### config.mk
export PLATFORM = sky130hd
export DESIGN_NAME = rgbpm_ctrl
export DESIGN_NICKNAME = d
export VERILOG_FILES = /design/src/sv/rgbpm_pkg.sv /design/src/sv/rgbpm_ctrl.sv
export VERILOG_INCLUDE_DIRS = /design/src /design/src/sv
export SDC_FILE = /design/constraint.sdc
export NUM_CORES = 1
export LEC_CHECK = 0
export BUFFER_PORTS_ARGS = -buffer_cell sky130_fd_sc_hd__buf_2
export CAP_MARGIN = 20
export CORE_AREA = 5 5 42 44
export CTS_CLUSTER_SIZE = 14
export DETAILED_ROUTE_END_ITERATION = 10
export DIE_AREA = 0 0 47 49
export HOLD_SLACK_MARGIN = 0.02
export SYNTH_ARGS = -nofsm -noshare
export SYNTH_HDL_FRONTEND = slang
export SYNTH_SLANG_ARGS = --single-unit
export TNS_END_PERCENT = 20
### constraint.sdc
create_clock -name clk -period 2.1 [get_ports clk]
set_clock_uncertainty 0.15 [all_clocks]
set_input_delay 0.21 -clock clk [delete_from_list [all_inputs] [get_ports clk]]
set_output_delay 0.21 -clock clk [all_outputs]
set_load 0.02 [all_outputs]
### src/sv/rgb_pack_palette_match_assert.svh
// ----------------------------------------------------------------------------
// rgb_pack_palette_match assertion macros
// Assertion helpers shared by the pixel packer modules; empty when SYNTH is set.
// ----------------------------------------------------------------------------
`ifndef RGB_PACK_PALETTE_MATCH_ASSERT_SVH
`define RGB_PACK_PALETTE_MATCH_ASSERT_SVH
`ifndef SYNTH
// Property that must hold on every clock edge outside reset.
`define RGBPM_ASSERT(label, clk, rst_n, prop, msg) \
    label: assert property (@(posedge clk) disable iff (!rst_n) prop) else $error(msg);
// Condition that must never be true outside reset.
`define RGBPM_NEVER(label, clk, rst_n, cond, msg) \
    label: assert property (@(posedge clk) disable iff (!rst_n) !(cond)) else $error(msg);
`else
`define RGBPM_ASSERT(label, clk, rst_n, prop, msg)
`define RGBPM_NEVER(label, clk, rst_n, cond, msg)
`endif
`endif

### src/sv/rgbpm_pkg.sv
// ----------------------------------------------------------------------------
// rgbpm_pkg
// Shared types, codes and constants of the RGB pixel packer.
// ----------------------------------------------------------------------------
`default_nettype none

package rgbpm_pkg;

    localparam int PALETTE_ENTRIES_DEF = 256;
    localparam int FMT_W = 3;
    localparam int DIST_W = 18;
    localparam int BEST_W = 14;

    // Pixel format codes.
    localparam logic [FMT_W-1:0] FMT_332   = 3'd0;
    localparam logic [FMT_W-1:0] FMT_INDEX = 3'd1;
    localparam logic [FMT_W-1:0] FMT_555   = 3'd2;
    localparam logic [FMT_W-1:0] FMT_565   = 3'd3;
    localparam logic [FMT_W-1:0] FMT_888   = 3'd4;
    localparam logic [FMT_W-1:0] FMT_RESET = FMT_888;

    // Item function codes.
    localparam logic FUNC_LOAD    = 1'b0;
    localparam logic FUNC_CONVERT = 1'b1;

    // A palette entry must come strictly closer than this to be chosen.
    localparam logic [BEST_W-1:0] NO_MATCH_LIMIT = 14'd12288;

    typedef enum logic [1:0] {
        ST_IDLE,
        ST_SCAN,
        ST_DRAIN
    } state_t;

    typedef struct packed {
        logic load_we;
        logic pack;
        logic search_init;
        logic issue;
        logic finish;
    } ctrl_cmd_t;

    typedef struct packed {
        logic is_index;
        logic addr_last;
        logic pipe_busy;
    } dp_status_t;

endpackage

`default_nettype wire

### src/sv/rgbpm_ctrl.sv
// ----------------------------------------------------------------------------
// rgbpm_ctrl
// Controller: accepts items and sequences the palette scan.
// ----------------------------------------------------------------------------
`default_nettype none
`include "rgb_pack_palette_match_assert.svh"

module rgbpm_ctrl
    import rgbpm_pkg::*;
(
    input  wire logic       clk,
    input  wire logic       rst_n,
    input  wire logic       start,
    input  wire logic       func,
    input  dp_status_t      status,
    output logic            busy,
    output ctrl_cmd_t       cmd
);

    state_t state_reg;
    state_t state_next;
    logic   accept;

    always_ff @(posedge clk or negedge rst_n)
    begin
        if (!rst_n)
        begin
            state_reg <= ST_IDLE;
        end
        else
        begin
            state_reg <= state_next;
        end
    end

    assign busy   = (state_reg != ST_IDLE);
    assign accept = start && !busy;

    always_comb
    begin
        state_next      = state_reg;
        cmd             = '0;
        cmd.load_we     = accept && (func == FUNC_LOAD);
        cmd.pack        = accept && (func == FUNC_CONVERT) && !status.is_index;
        cmd.search_init = accept && (func == FUNC_CONVERT) && status.is_index;
        unique case (state_reg)
            ST_IDLE:
            begin
                if (cmd.search_init)
                begin
                    state_next = ST_SCAN;
                end
            end
            ST_SCAN:
            begin
                cmd.issue = 1'b1;
                if (status.addr_last)
                begin
                    state_next = ST_DRAIN;
                end
            end
            ST_DRAIN:
            begin
                // The last compare has landed once the pipeline is empty.
                if (!status.pipe_busy)
                begin
                    cmd.finish = 1'b1;
                    state_next = ST_IDLE;
                end
            end
            default:
            begin
                state_next = ST_IDLE;
            end
        endcase
    end

    `RGBPM_ASSERT(a_scan_ends, clk, rst_n, (state_reg == ST_SCAN && status.addr_last) |=> (state_reg == ST_DRAIN), "scan did not end after entry zero")
    `RGBPM_NEVER(a_idle_pipe, clk, rst_n, (state_reg == ST_IDLE) && status.pipe_busy, "search pipeline active while idle")
    `RGBPM_NEVER(a_finish_accept, clk, rst_n, cmd.finish && accept, "item accepted while a search finishes")

endmodule

`default_nettype wire

==> results.ini <==
[setup_path]
cp_max_fo = 5
path_depth = 3
worstPathRequired_ns = 1.74
cp-end-kind = output port
critPathMaxStageDelay_ns = 0.43
crit_type = register to output port
reg2regPathDepth = 2
cp_top_family = simple AND/OR/NAND/NOR gates
cp-start-kind = register
slowest_stage = or3b_4
path_buf_inv = 1
worstPathArrival_ns = 1.38
path_cells = or3b_4 -> nor3b_2 -> buf_2

[final_layout]
drive_gt1_frac = 0.548
largest_register_ffs = 2
n_fill_cell = 174
design_area_um2 = 253
instances_no_fill = 47
diodes = 0
fin_util = 0.180
area_growth_pct = 80.4
layout.nets = 40

[place]
routabilityCongestion = 0.595
port_buffers = 12
dpl_worst_slack_ns = 0.587
dp.cells = 43
place_area_um2 = 220

[grt]
grt_pass1_wl_um = 662
grt_util_all_layers = 0.0429
first_global_vias = 175
grt_max_degree = 7
antenna_found_initial = 0
grt-ovfl-total = 0

[cts]
clock_latency_ns = 0.22
post-cts-setup-buffers = 0
cts.repair.resized = 0
holdBufCountCts = 1
cts_tree = built
cts_buffer_depth = 2
clock-sinks = 2
clk_pin_slew_ns = 0.03
h-tree-depth = 1
numCtsBuffers = 3
root_buffer = clkbuf_4

[drt]
drc = 0
vias = 174
dr.pass1.iters = 5
wl_per_cell_um = 9.62
drt_iter0_drc = 1
routed_wl_um = 452
ant_nets = 0
drt-vias-per-instance = 3.70

[run_status]
status = complete, no violations

[sta]
setup_slack_ns = 0.356
hold_violations = 0
fin_crit_sh = 0.830
worst_slew_pin_slew_ns = 0.177
fmax_mhz = 574
fin_tns_setup_ns = 0
drv_slew = 0
slew_headroom = 0.882
fin_crit_ns = 1.74
setup_violations = 0
rsz0062_at_grt = false

[logic_synthesis]
synthCells = 15
syn_area_per_cell_um2 = 9.34
syn_nets = 22
synth_cell_types = 12
synth-seq-cells = 2
synth_area_um2 = 140
yosysSeqAreaShare = 0.357
yosys_warnings = 0

[floorplan]
die_y_um = 49
rows = 14
die_w_um = 47
initial_core_util = 0.100
dieArea_mm2 = 0.00230
io_pins = 13
core_mm2 = 0.00140

[flow_run]
max_cap_viol_count = 0

[min_path]
worstHoldPathCells = 2
holdCritPathClass = input pin to register

[power_and_ir_drop]
p_leak_nw = 0.136
p_per_area_mw_per_mm2 = 733
ir_drop_uv = 103

logic make-up (layout without fill, tap and decap cells):
logic type	Yosys count	after routing	synth area share
flops	2	2	0.357
buf+inv	0	16	0
compound gates	2	2	0.0982
simple gates	11	11	0.545
metal layers:
metal,up-vias,routed length (um),part of all wire,GRT usage
met5,-,0,0,0
met4,0,0,0,0.0415
met3,0,37,0.082,0.0221
met2,6,271,0.60,0.0769
met1,84,143,0.32,0.0262
li1,84,-,-,-
area by class of cell:
type / instances / area (um^2) / share of cell area
Timing Repair Buffer: 13 / 70.1 / 0.277
Sequential cell: 2 / 50.0 / 0.198
Multi-Input combinational cell: 13 / 90.1 / 0.356
Tap cell: 16 / 20.0 / 0.0792
Clock buffer: 3 / 22.5 / 0.0891
power by group:
group | leakage [nW] | switching, mW | internal [mW]
clock | 0.0138 | 0.0201 | 0.0629
combinational | 0.0954 | 0.0283 | 0.0252
sequential | 0.0268 | 0.00585 | 0.0429
total | 0.136 | 0.0542 | 0.131
cells in the mapped netlist (all sizes together):
master | count | area (um^2)
a21oi | 1 | 5.00
a22o | 1 | 8.76
and2b | 1 | 7.51
dfrtp | 2 | 50.1
nand2 | 1 | 3.75
nand2b | 1 | 6.26
nand4b | 1 | 8.76
nor2 | 2 | 7.51
nor2b | 2 | 12.5
nor3b | 1 | 12.5
or2 | 1 | 6.26
or3b | 1 | 11.3
layout by cell type (no fill, tap or decap), types with 2 or more instances in the layout:
master | Yosys | final
nor2_1 | 2 | 2
dfrtp_1 | 2 | 2
clkbuf_4 | 0 | 3
nor2b_1 | 2 | 2
buf_2 | 0 | 12
worst paths after layout:
path                       slack, ns                     start                  endpoint
setup reg to reg                0.99  state_reg[1]$_DFFE_PN0P_  state_reg[1]$_DFFE_PN0P_
max in group asynchronous       1.55                     rst_n  state_reg[0]$_DFFE_PN0P_
setup / recovery                0.36  state_reg[1]$_DFFE_PN0P_                    cmd[3]
min in group asynchronous       0.15                     rst_n  state_reg[1]$_DFFE_PN0P_
hold / removal                  0.07                 status[0]  state_reg[1]$_DFFE_PN0P_
hold reg to reg                 0.37  state_reg[1]$_DFFE_PN0P_  state_reg[0]$_DFFE_PN0P_
per-stage QoR:
step,total power [mW],hold slack [ns]
6_report,0.185,0.0728
5_1_grt,0.198,0.0797
4_1_cts,0.189,0.0681
3_5_place_dp,0.101,-0.152
3_3_place_gp,0.101,-0.153
2_1_floorplan,0.0804,-0.236
No activity file was read; power rests on OpenSTA's default activity.
